<file path="config.mk">
export PLATFORM = sky130hd
export DESIGN_NAME = multi_stack_shared_free_list
export DESIGN_NICKNAME = d
export VERILOG_FILES = /design/src/sv/msfl_pkg.sv /design/src/sv/msfl_ram.sv /design/src/sv/msfl_ctrl.sv /design/src/sv/msfl_dp.sv /design/src/sv/multi_stack_shared_free_list.sv
export SDC_FILE = /design/constraint.sdc
export NUM_CORES = 2
export LEC_CHECK = 0
export ABC_AREA = 1
export BUFFER_PORTS_ARGS = -buffer_cell sky130_fd_sc_hd__buf_2
export CAP_MARGIN = 5
export CORE_MARGIN = 4
export CORE_UTILIZATION = 54
export CTS_BUF_LIST = sky130_fd_sc_hd__clkbuf_8
export DETAILED_ROUTE_END_ITERATION = 8
export GPL_TIMING_DRIVEN = 1
export PLACE_DENSITY = 0.78
export SYNTH_ARGS = -nofsm -noshare
export SYNTH_HDL_FRONTEND = slang
export SYNTH_SLANG_ARGS = --single-unit
export TNS_END_PERCENT = 1
</file>
<file path="constraint.sdc">
create_clock -name clk -period 5.1 [get_ports clk]
set_clock_uncertainty 0.05 [all_clocks]
set_input_delay 0.51 -clock clk [delete_from_list [all_inputs] [get_ports clk]]
set_output_delay 0.51 -clock clk [all_outputs]
set_load 0.05 [all_outputs]
</file>
<file path="src/sv/msfl_pkg.sv">
// msfl_pkg: shared types and constants for the multi-stack shared free list
// used by the controller, the datapath and the top level; no dependencies
`default_nettype none
package msfl_pkg;

  localparam int SID_W          = 3;
  localparam int DATA_W         = 32;
  localparam int DEF_NUM_STACKS = 8;
  localparam int DEF_CAPACITY   = 64;

  localparam logic KIND_PUSH = 1'b0;
  localparam logic KIND_POP  = 1'b1;

  typedef struct packed {
    logic                     kind;
    logic [SID_W-1:0]         stack_id;
    logic signed [DATA_W-1:0] value;
  } in_word_t;

  typedef struct packed {
    logic                     ok;
    logic signed [DATA_W-1:0] pop_value;
  } out_word_t;

  typedef struct packed {
    logic accept;
    logic commit;
  } msfl_cmd_t;

endpackage
`default_nettype wire

</file>
<file path="src/sv/msfl_ram.sv">
// msfl_ram: generic one-write one-read ram with registered read data
// no dependencies
`default_nettype none
module msfl_ram #(
  parameter int WIDTH = 32,
  parameter int DEPTH = 64,
  localparam int AW   = (DEPTH > 1) ? $clog2(DEPTH) : 1
) (
  input  wire logic             clk,
  input  wire logic             we,
  input  wire logic [AW-1:0]    waddr,
  input  wire logic [WIDTH-1:0] wdata,
  input  wire logic             re,
  input  wire logic [AW-1:0]    raddr,
  output logic      [WIDTH-1:0] rdata
);

  logic [WIDTH-1:0] mem_r [DEPTH];
  logic [WIDTH-1:0] rdata_r;

  always_ff @(posedge clk) begin
    if (we) begin
      mem_r[waddr] <= wdata;
    end
    if (re) begin
      rdata_r <= mem_r[raddr];
    end
  end

  assign rdata = rdata_r;

endmodule
`default_nettype wire

</file>
<file path="src/sv/msfl_ctrl.sv">
// msfl_ctrl: sequencing state machine (accept, then commit in the following cycle)
// depends on msfl_pkg
`default_nettype none
module msfl_ctrl
  import msfl_pkg::*;
(
  input  wire logic clk,
  input  wire logic rst_n,
  input  wire logic start,
  output logic      busy,
  output logic      out_valid,
  output msfl_cmd_t cmd
);

  localparam logic ST_IDLE = 1'b0;
  localparam logic ST_UPD  = 1'b1;

  logic state_r, state_nxt;
  logic out_valid_r;

  always_comb begin
    state_nxt  = state_r;
    cmd.accept = 1'b0;
    cmd.commit = 1'b0;
    unique case (state_r)
      ST_IDLE: begin
        if (start) begin
          cmd.accept = 1'b1;
          state_nxt  = ST_UPD;
        end
      end
      ST_UPD: begin
        cmd.commit = 1'b1;
        state_nxt  = ST_IDLE;
      end
      default: state_nxt = ST_IDLE;
    endcase
  end

  always_ff @(posedge clk) begin
    if (!rst_n) begin
      state_r     <= ST_IDLE;
      out_valid_r <= 1'b0;
    end else begin
      state_r     <= state_nxt;
      out_valid_r <= cmd.commit;
    end
  end

  assign busy      = (state_r != ST_IDLE);
  assign out_valid = out_valid_r;

endmodule
`default_nettype wire

</file>
<file path="src/sv/msfl_dp.sv">
// msfl_dp: stack tops, free head, fill count and the data and link rams
// depends on msfl_pkg and msfl_ram
`default_nettype none
module msfl_dp
  import msfl_pkg::*;
#(
  parameter int NUM_STACKS = DEF_NUM_STACKS,
  parameter int CAPACITY   = DEF_CAPACITY
) (
  input  wire logic      clk,
  input  wire logic      rst_n,
  input  wire msfl_cmd_t cmd,
  input  wire in_word_t  in_word,
  output out_word_t      out_word
);

  localparam int PTR_W     = $clog2(CAPACITY + 1);
  localparam int AW        = $clog2(CAPACITY);
  localparam int SID_MAX   = 2 ** SID_W;
  localparam int TOP_DEPTH = (NUM_STACKS < SID_MAX) ? NUM_STACKS : SID_MAX;
  localparam int TOP_IW    = (TOP_DEPTH > 1) ? $clog2(TOP_DEPTH) : 1;
  localparam logic [PTR_W-1:0] NULL_PTR = PTR_W'(CAPACITY);

  logic [PTR_W-1:0]  top_r [TOP_DEPTH];
  logic [PTR_W-1:0]  free_head_r;
  logic [PTR_W-1:0]  fill_r;

  logic              kind_r;
  logic [TOP_IW-1:0] sid_r;
  logic [DATA_W-1:0] value_r;
  logic [PTR_W-1:0]  ent_r;
  logic              hit_r;
  out_word_t         out_word_r;

  logic              sid_ok;
  logic [TOP_IW-1:0] sid_idx;
  logic [PTR_W-1:0]  ent_sel;
  logic              hit_sel;

  logic [PTR_W-1:0]  link_rdata;
  logic [DATA_W-1:0] data_rdata;
  logic [PTR_W-1:0]  link_val;
  logic              fresh;
  logic              link_we;
  logic              data_we;
  logic [PTR_W-1:0]  link_wdata;

  // entry pick at accept time
  always_comb begin
    sid_ok  = (32'(in_word.stack_id) < NUM_STACKS);
    sid_idx = in_word.stack_id[TOP_IW-1:0];
    ent_sel = free_head_r;
    if (in_word.kind == KIND_POP) begin
      ent_sel = sid_ok ? top_r[sid_idx] : NULL_PTR;
    end
    hit_sel = sid_ok && (ent_sel < NULL_PTR);
  end

  // entries at or above the fill count are still in their reset chain
  always_comb begin
    fresh      = (ent_r >= fill_r);
    link_val   = fresh ? (ent_r + PTR_W'(1)) : link_rdata;
    link_we    = cmd.commit && hit_r;
    data_we    = cmd.commit && hit_r && (kind_r == KIND_PUSH);
    link_wdata = (kind_r == KIND_PUSH) ? top_r[sid_r] : free_head_r;
  end

  msfl_ram #(
    .WIDTH (PTR_W),
    .DEPTH (CAPACITY)
  ) u_link_ram (
    .clk   (clk),
    .we    (link_we),
    .waddr (ent_r[AW-1:0]),
    .wdata (link_wdata),
    .re    (cmd.accept),
    .raddr (ent_sel[AW-1:0]),
    .rdata (link_rdata)
  );

  msfl_ram #(
    .WIDTH (DATA_W),
    .DEPTH (CAPACITY)
  ) u_data_ram (
    .clk   (clk),
    .we    (data_we),
    .waddr (ent_r[AW-1:0]),
    .wdata (value_r),
    .re    (cmd.accept),
    .raddr (ent_sel[AW-1:0]),
    .rdata (data_rdata)
  );

  always_ff @(posedge clk) begin
    if (cmd.accept) begin
      kind_r  <= in_word.kind;
      sid_r   <= sid_idx;
      value_r <= in_word.value;
      ent_r   <= ent_sel;
      hit_r   <= hit_sel;
    end
    if (cmd.commit) begin
      out_word_r.ok        <= hit_r;
      out_word_r.pop_value <= (hit_r && (kind_r == KIND_POP)) ? data_rdata : '0;
    end
  end

  always_ff @(posedge clk) begin
    if (!rst_n) begin
      for (int i = 0; i < TOP_DEPTH; i++) begin
        top_r[i] <= NULL_PTR;
      end
      free_head_r <= '0;
      fill_r      <= '0;
    end else if (cmd.commit && hit_r) begin
      if (kind_r == KIND_PUSH) begin
        free_head_r  <= link_val;
        top_r[sid_r] <= ent_r;
        if (fresh) begin
          fill_r <= fill_r + PTR_W'(1);
        end
      end else begin
        top_r[sid_r] <= link_val;
        free_head_r  <= ent_r;
      end
    end
  end

  assign out_word = out_word_r;

endmodule
`default_nettype wire

</file>
<file path="src/sv/multi_stack_shared_free_list.sv">
// multi_stack_shared_free_list: several lifo stacks sharing one entry store
// depends on msfl_pkg, msfl_ctrl, msfl_dp (and msfl_ram below it)
//
// usage
//   a command word (push or pop, stack number, data word) is taken at a
//   rising edge where start is high and busy is low. busy then stays high
//   until the command has been committed, so a new command is not taken
//   before the last one is through; this is set by the read of the link
//   ram that follows the read of a stack top or the free head.
//   each command gives exactly one result word: out_valid is high for one
//   cycle, registered from the commit step, with out_word.ok and
//   out_word.pop_value. the receiver cannot stall, so the result is lost
//   unless taken in that cycle.
//   a push fails (ok low) when every entry is in use, a pop fails when
//   its stack is empty, and both fail for a stack number at or above
//   NUM_STACKS. pop_value is zero except on a successful pop.
//   reset (synchronous, active low) empties all stacks and frees all
//   entries at once; untouched entries are tracked by a fill count, so no
//   clearing pass over the rams is needed.
`default_nettype none
module multi_stack_shared_free_list
  import msfl_pkg::*;
#(
  parameter int NUM_STACKS = DEF_NUM_STACKS,
  parameter int CAPACITY   = DEF_CAPACITY
) (
  input  wire logic     clk,
  input  wire logic     rst_n,
  input  wire logic     start,
  output logic          busy,
  input  wire in_word_t in_word,
  output logic          out_valid,
  output out_word_t     out_word
);

  msfl_cmd_t cmd;

  msfl_ctrl u_ctrl (
    .clk       (clk),
    .rst_n     (rst_n),
    .start     (start),
    .busy      (busy),
    .out_valid (out_valid),
    .cmd       (cmd)
  );

  msfl_dp #(
    .NUM_STACKS (NUM_STACKS),
    .CAPACITY   (CAPACITY)
  ) u_dp (
    .clk      (clk),
    .rst_n    (rst_n),
    .cmd      (cmd),
    .in_word  (in_word),
    .out_word (out_word)
  );

endmodule
`default_nettype wire

</file>
=== Yosys cells after proc, flatten, opt, wreduce, memory -nomap -nowiden ===
Memories as Yosys holds them, arrays and structs flattened. A register that Yosys moved wholly into a read port is not among the register bits.
Index checks and enable logic that the tools add are counted.

* Output and inout bits: 35
* Register bits after elaboration: 93
* Logic and storage cells: 52
* Bits in writable memories: 2552
* Memories: 3

* Add/sub/neg operators: 2
* Muxes and demuxes: 26
* Bitwise logic cells: 3
* Order comparisons: 2
* Reductions and logical operators: 5

{| class="wikitable"
|+ Memory list
! memory !! words !! bits a word !! rd ports !! clocked after memory_dff !! wr ports !! line !! source
|-
| u_dp.u_data_ram.mem_r || 64 || 32 || 1 || 1 || 1 || msfl_ram.sv:18 || <nowiki>logic [WIDTH-1:0] mem_r [DEPTH];</nowiki>
|-
| u_dp.u_link_ram.mem_r || 64 || 7 || 1 || 1 || 1 || msfl_ram.sv:18 ||
|-
| u_dp.top_r || 8 || 7 || 2 || 1 || 8 || msfl_dp.sv:24 || <nowiki>logic [PTR_W-1:0] top_r [TOP_DEPTH];</nowiki>
|}

{| class="wikitable"
|+ Operator list
! cell !! number
|-
| $mux W7 || 6
|-
| $mux W1 || 17
|-
| $add A7 B1 Y7 const B || 2
|-
| $ge A7 B7 Y1 || 1
|-
| $lt A7 B7 Y1 const B || 1
|-
| $reduce_or A7 Y1 || 1
|-
| $mux W3 || 2
|-
| $logic_and A1 B1 Y1 || 3
|-
| $reduce_and A3 Y1 || 1
|-
| $not A1 Y1 || 2
|-
| $pmux W1 S2 || 1
|-
| $or A1 B1 Y1 || 1
|}

=== Longest topological paths before layout ===
* Depth in word-level cells: 8
* Mapped depth: 18
* Mapped depth without buffers: 14

=== Modules after synthesis ===
A second synthesis with hierarchy kept.

* Cell total of the unflattened synthesis: 9115
* Area total of the unflattened synthesis: 108993.3 um^2

{| class="wikitable"
|+ Modules (own cells, without submodules)
! module !! times used !! cells an instance !! sequential area each (um^2) !! area an instance (um^2)
|-
| msfl_ram at u_dp.u_data_ram || 1 || 6769 || 62459.9 || 83058.4
|-
| msfl_ram at u_dp.u_link_ram || 1 || 1590 || 13663.1 || 18615.4
|-
| msfl_dp || 1 || 745 || 4334.2 || 7233.2
|-
| msfl_ctrl || 1 || 11 || 40.0 || 86.3
|}

=== Worst setup path after synthesis ===
Ideal clock, no wire load.

* Path type: flip-flop to flip-flop
* Start point: register u_ctrl.state_r (netlist: u_ctrl.busy)
* End point: memory u_dp.u_data_ram.mem_r[29][0] (enable)
* Required time: 4589 ps
* Setup slack: -148 ps
* Stages on the path, launching flop included: 7
* Arrival: 4737 ps
* Library setup time: 461 ps
* Path through: dfxtp_1 nand2_1 inv_1 clkbuf_1 nand2_1 clkbuf_1 nor3_1

* Cells in the longest elaborated chain, start to end: 5

{| class="wikitable"
|+ Ends and longest elaborated chain
! element !! line !! source
|-
| start, declared || msfl_ctrl.sv:18 || <nowiki>logic state_r, state_nxt;</nowiki>
|-
| start signal, assigned || msfl_ctrl.sv:45 || <nowiki>state_r <= state_nxt;</nowiki>
|-
| $mux W1 || msfl_ctrl.sv:25 || <nowiki>unique case (state_r)</nowiki>
|-
| $logic_and A1 B1 Y1 (2 in a row) || msfl_dp.sv:64 || <nowiki>data_we = cmd.commit && hit_r && (kind_r == KIND_PUSH);</nowiki>
|-
| $mux W1 || msfl_ram.sv:22 || <nowiki>if (we) begin</nowiki>
|-
| $mux W1 (implied by the code) || msfl_ram.sv:23 || <nowiki>mem_r[waddr] <= wdata;</nowiki>
|-
| end, declared || msfl_ram.sv:18 ||
|}

No other way between the ends.

=== Worst setup path after layout ===
* Start point: input in_word[32] (netlist bit)
* End point: register u_dp.u_data_ram.rdata_r[8] (netlist: u_dp.u_data_ram.rdata[8]), read port of u_dp.u_data_ram.mem_r (data pin)

* Cells in the longest elaborated chain, start to end: 2

{| class="wikitable"
|+ Ends and longest elaborated chain
! element !! line !! source
|-
| start, declared || multi_stack_shared_free_list.sv:31 || <nowiki>input wire in_word_t in_word,</nowiki>
|-
| $mem_v2 Z8 W7 || -- ||
|-
| $mux W7 || msfl_dp.sv:53 || <nowiki>if (in_word.kind == KIND_POP) begin</nowiki>
|-
| end, declared || msfl_ram.sv:19 || <nowiki>logic [WIDTH-1:0] rdata_r;</nowiki>
|}

No other way between the ends.
A chain may end at the register's enable or synchronous reset.

==> qor_table.md <==
| Quantity | This run | Unit |
| --- | --- | --- |
| Root buffer cell | sky130_fd_sc_hd__clkbuf_8 | - |
| Total I/O pin count | 74 | - |
| Cell area after synthesis | 0.118 | mm² |
| Number of warnings issued by yosys | 0 | - |
| Post-layout instance area | 0.130 | mm² |
| Critical path's most frequent cell | sky130_fd_sc_hd__nand3_1 | - |
| Largest cells by area after synthesis | sky130_fd_sc_hd__edfxtp_1 (68%), sky130_fd_sc_hd__nand3_1 (11%), sky130_fd_sc_hd__nand3b_1 (5.9%) | - |
| Required time worst endpoint | 5830 | ps |
| Yosys top cell area share | 67.8 | % |
| Number of cells on the worst hold path | 2 | - |
| Iteration-0 DRC count of the detailed router | 13,900 | - |
| Number of synthesized register bits | 2,687 | - |
| Unrepaired setup endpoints after global routing | no | - |
| Final-layout setup total negative slack | 0 | ps |
| WS Path Type | in -> reg | - |
| Async set-or-reset flop fraction in the synthesized netlist | 0 | % |
| Highest clock rate | 237 | MHz |
| Initial antenna violation count | 9 | - |
| Average wire length per cell after detail routing | 24.7 | µm |
| Worst reg-to-reg setup slack | 1280 | ps |
| Count of buffers from port buffering | 73 | - |
| Max-slew headroom at the worst pin | 18.0 | % |
| Die span in y | 476 | µm |
| Final-layout worst hold slack | 122 | ps |
| Violations in the final reports | design-rule violations | - |
| Starting utilization of the core area | 54.3 | % |
| Leak Pwr | 0.0501 | µW |
| Cell type with the highest aggregate area in the netlist | sky130_fd_sc_hd__edfxtp_1 | - |
| Worst vdd ir | 0.237 | mV |
| Hold WC Path Type | in -> reg | - |
| CP startpoint kind | input port | - |
| Die width | 476 | µm |
| Power per Cell Area | 355 | mW/mm² |
| Number of fill cells in the layout | 16,400 | - |
| Post-CTS Repair Setup Buffers | 0 | - |
| CTS Buffer Depth | 4 | - |
| End of the worst register-to-register path | u_dp.u_data_ram.rdata[28] | - |
| Sequential cell area | 0.0805 | mm² |
| Depth of the worst register-to-register path | 14 | - |
| CP Capture Type | flip-flop | - |
| Post-synth EDFFs | 2,668 | - |
| CORE AREA | 0.217 | mm² |
| Antenna-violating nets left | 0 | - |
| Cell breakdown of the critical path | dlygate4sd3_1 -> buf_2 -> inv_2 -> nand2_1 -> nand3_1 -> nand3_1 -> nand3_4 -> nand2_8 -> buf_12 -> buf_12 -> nand2_1 -> nand3_1 -> nand3_1 -> nand3_1 -> nand3_1 -> nand3_1 -> nand2_1 | - |
| Startpoint of the lowest-slack register-to-register path | u_dp.top_r[4][0] | - |
| Multi-input gate area | 0.0289 | mm² |
| Measured slew at the worst slew-check pin | 1230 | ps |
| Signed area change from the synthesized netlist to the final layout | 9.86 | % |
| HPWL after DPL | 182 | mm |
| TritonCTS clock tree | done | - |
| Mapped Cells | 10,500 | - |
| Total number of nets in the final design | 10,700 | - |
| Slowest stage cell, crit path | sky130_fd_sc_hd__dlygate4sd3_1 | - |
| Vias per cell | 6.08 | - |
| Overall die area | 0.226 | mm² |
| Number of hold-slack violations in the final timing report | 0 | - |
| Status | finished, violations left | - |
| Core Rows | 171 | - |
| Seq/Total Area, Yosys | 68.2 | % |
| Routed vias | 83,800 | - |
| Overall routing resource usage | 29.4 | % |
| Placed Instance Area | 0.122 | mm² |
| Share of cells above drive strength 1 | 8.48 | % |
| Worst Min Path Start | in_word[3] | - |
| CTS H-Tree Depth | 5 | - |
| Final Cycle Share | 82.9 | % |
| Gpl congestion | 0.885 | - |
| Vias in the first global route | 80,700 | - |
| Synth cell count leaders | sky130_fd_sc_hd__nand3_1 (2,681), sky130_fd_sc_hd__edfxtp_1 (2,668), sky130_fd_sc_hd__nand2_1 (1,547), sky130_fd_sc_hd__inv_1 (1,516), sky130_fd_sc_hd__nand3b_1 (936) | - |
| Quantity of hold-fixing buffers added after cts | 40 | - |
| Final critical delay including setup and external delays | 4230 | ps |
| Syn Nets | 10,600 | - |
| Remaining global-route overflow | 0 | - |
| Count of different cell masters after synthesis | 33 | - |
| Post-cts gate resize count | 0 | - |
| DRC violation count after routing | 4 | - |
| Largest net degree at the start of global routing | 225 | - |
| # Max-Cap Violations | 0 | - |
| First-pass GRT wire length | 501 | mm |
| Arrival time worst endpoint | 4960 | ps |
| Most used standard cell by instance count after synthesis | sky130_fd_sc_hd__nand3_1 | - |
| Mean post-synth cell area | 11.2 | µm² |
| Maximum cell stage delay along the critical path | 550 | ps |
| End point of the most critical hold path | u_dp.value_r[3] | - |
| Critical-path maximum fanout | 78 | - |
| Number of clock sinks | 2,687 | - |
| Setup-failing EPs final | 0 | - |
| Max-slew violations | 0 | - |
| Main flop type after synthesis | sky130_fd_sc_hd__edfxtp_1 | - |
| Number of iterations in the first detailed-routing pass | 9 | - |
| Total routed wirelength | 340 | mm |
| CTS Buf Count | 431 | - |
| Clock latency on the worst-skew pair | 1140 | ps |
| CTS clock-pin slew for the worst setup and hold paths | 60 | ps |
worst max path at each step:
stage                           start  cells after the start                           end
final                     in_word[32]                     17      u_dp.u_data_ram.rdata[8]
after global routing      in_word[32]                     17      u_dp.u_data_ram.rdata[5]
after CTS                 in_word[32]                     17      u_dp.u_data_ram.rdata[8]
after detailed placement  in_word[32]                     16      u_dp.u_data_ram.rdata[8]
after global placement    in_word[32]                     16      u_dp.u_data_ram.rdata[5]
after floorplan           u_ctrl.busy                      6  u_dp.u_data_ram.mem_r[29][0]
through the flow:
| stage | utilization [%] | worst slack [ps] | std cells | power [µW] |
|---|---|---|---|---|
| floorplan | - | -148 | 10500 | 28100 |
| global route | 59.7 | 760 | 13800 | 47600 |
| global placement | 56.1 | 505 | 13000 | 29800 |
| detailed placement | 56.1 | 453 | 13000 | 29900 |
| finish | 59.7 | 873 | 13800 | 46100 |
| CTS | 59.7 | 1000 | 13800 | 46100 |
final cells by class:
| class | instances | area share [%] |
|---|---|---|
| antenna | 3 | 0.00579 |
| clock buffer | 438 | 4.65 |
| clock inverter | 309 | 1.08 |
| inverter | 1523 | 4.42 |
| multi-input combinational | 5593 | 22.3 |
| sequential | 2687 | 62.0 |
| tap | 2854 | 2.75 |
| timing repair buffer | 382 | 2.80 |
worst max-delay path: cells and delay by family:
family	cells	cell delay, ps
AND/OR/NAND/NOR	12	2280
buffers and inverters	5	2010
placed cells by master (no fill, tap or decap), drive strengths merged, types with 76 or more instances in the layout:
cell	n
inv	1670
nand3b	936
clkbuf	438
edfxtp	2668
nor2	175
nand2	1550
nand3	2682
nor3	76
clkinv	153
buf	342
power breakdown:
group	leakage (µW)	internal (µW)	switching, µW
sequential	0.0243	24600	137
clock	0.00435	8170	8330
combinational	0.0214	1270	3650
metal layers:
metal  up-vias  share of wire [%]  GRT usage (%)
li1      36500                  -              -
met1     40100                 34           37.6
met2      6155                 45           45.7
met3      1095                 13           7.32
met4         2                6.6           17.8
met5         -             0.0029              0
sequential cells by signal, summed over array words and instances, names as in the netlist, named ones only:
signal	cells
u_ctrl.busy	1
u_ctrl.out_valid	1
u_dp.ent_r	7
u_dp.fill_r	7
u_dp.free_head_r	7
u_dp.hit_r	1
u_dp.kind_r	1
u_dp.out_word	33
u_dp.sid_r	3
u_dp.top_r	56
u_dp.u_data_ram.mem_r	2048
u_dp.u_data_ram.rdata	32
u_dp.u_link_ram.mem_r	448
u_dp.u_link_ram.rdata	7
u_dp.value_r	32
cells by family (layout without fill, tap and decap cells):
kind of cell	Yosys count	after routing	synth area share, %
flops	2687	2687	68.2
simple gates	5424	5424	23.2
other cells	0	3	0
buf+inv	2254	2652	7.80
mux	10	10	0.0847
fa+ha+maj	9	9	0.0953
compound gates	147	147	0.686
xor+xnor	3	3	0.0222
Note: power is estimated with default switching activity, not from simulation.
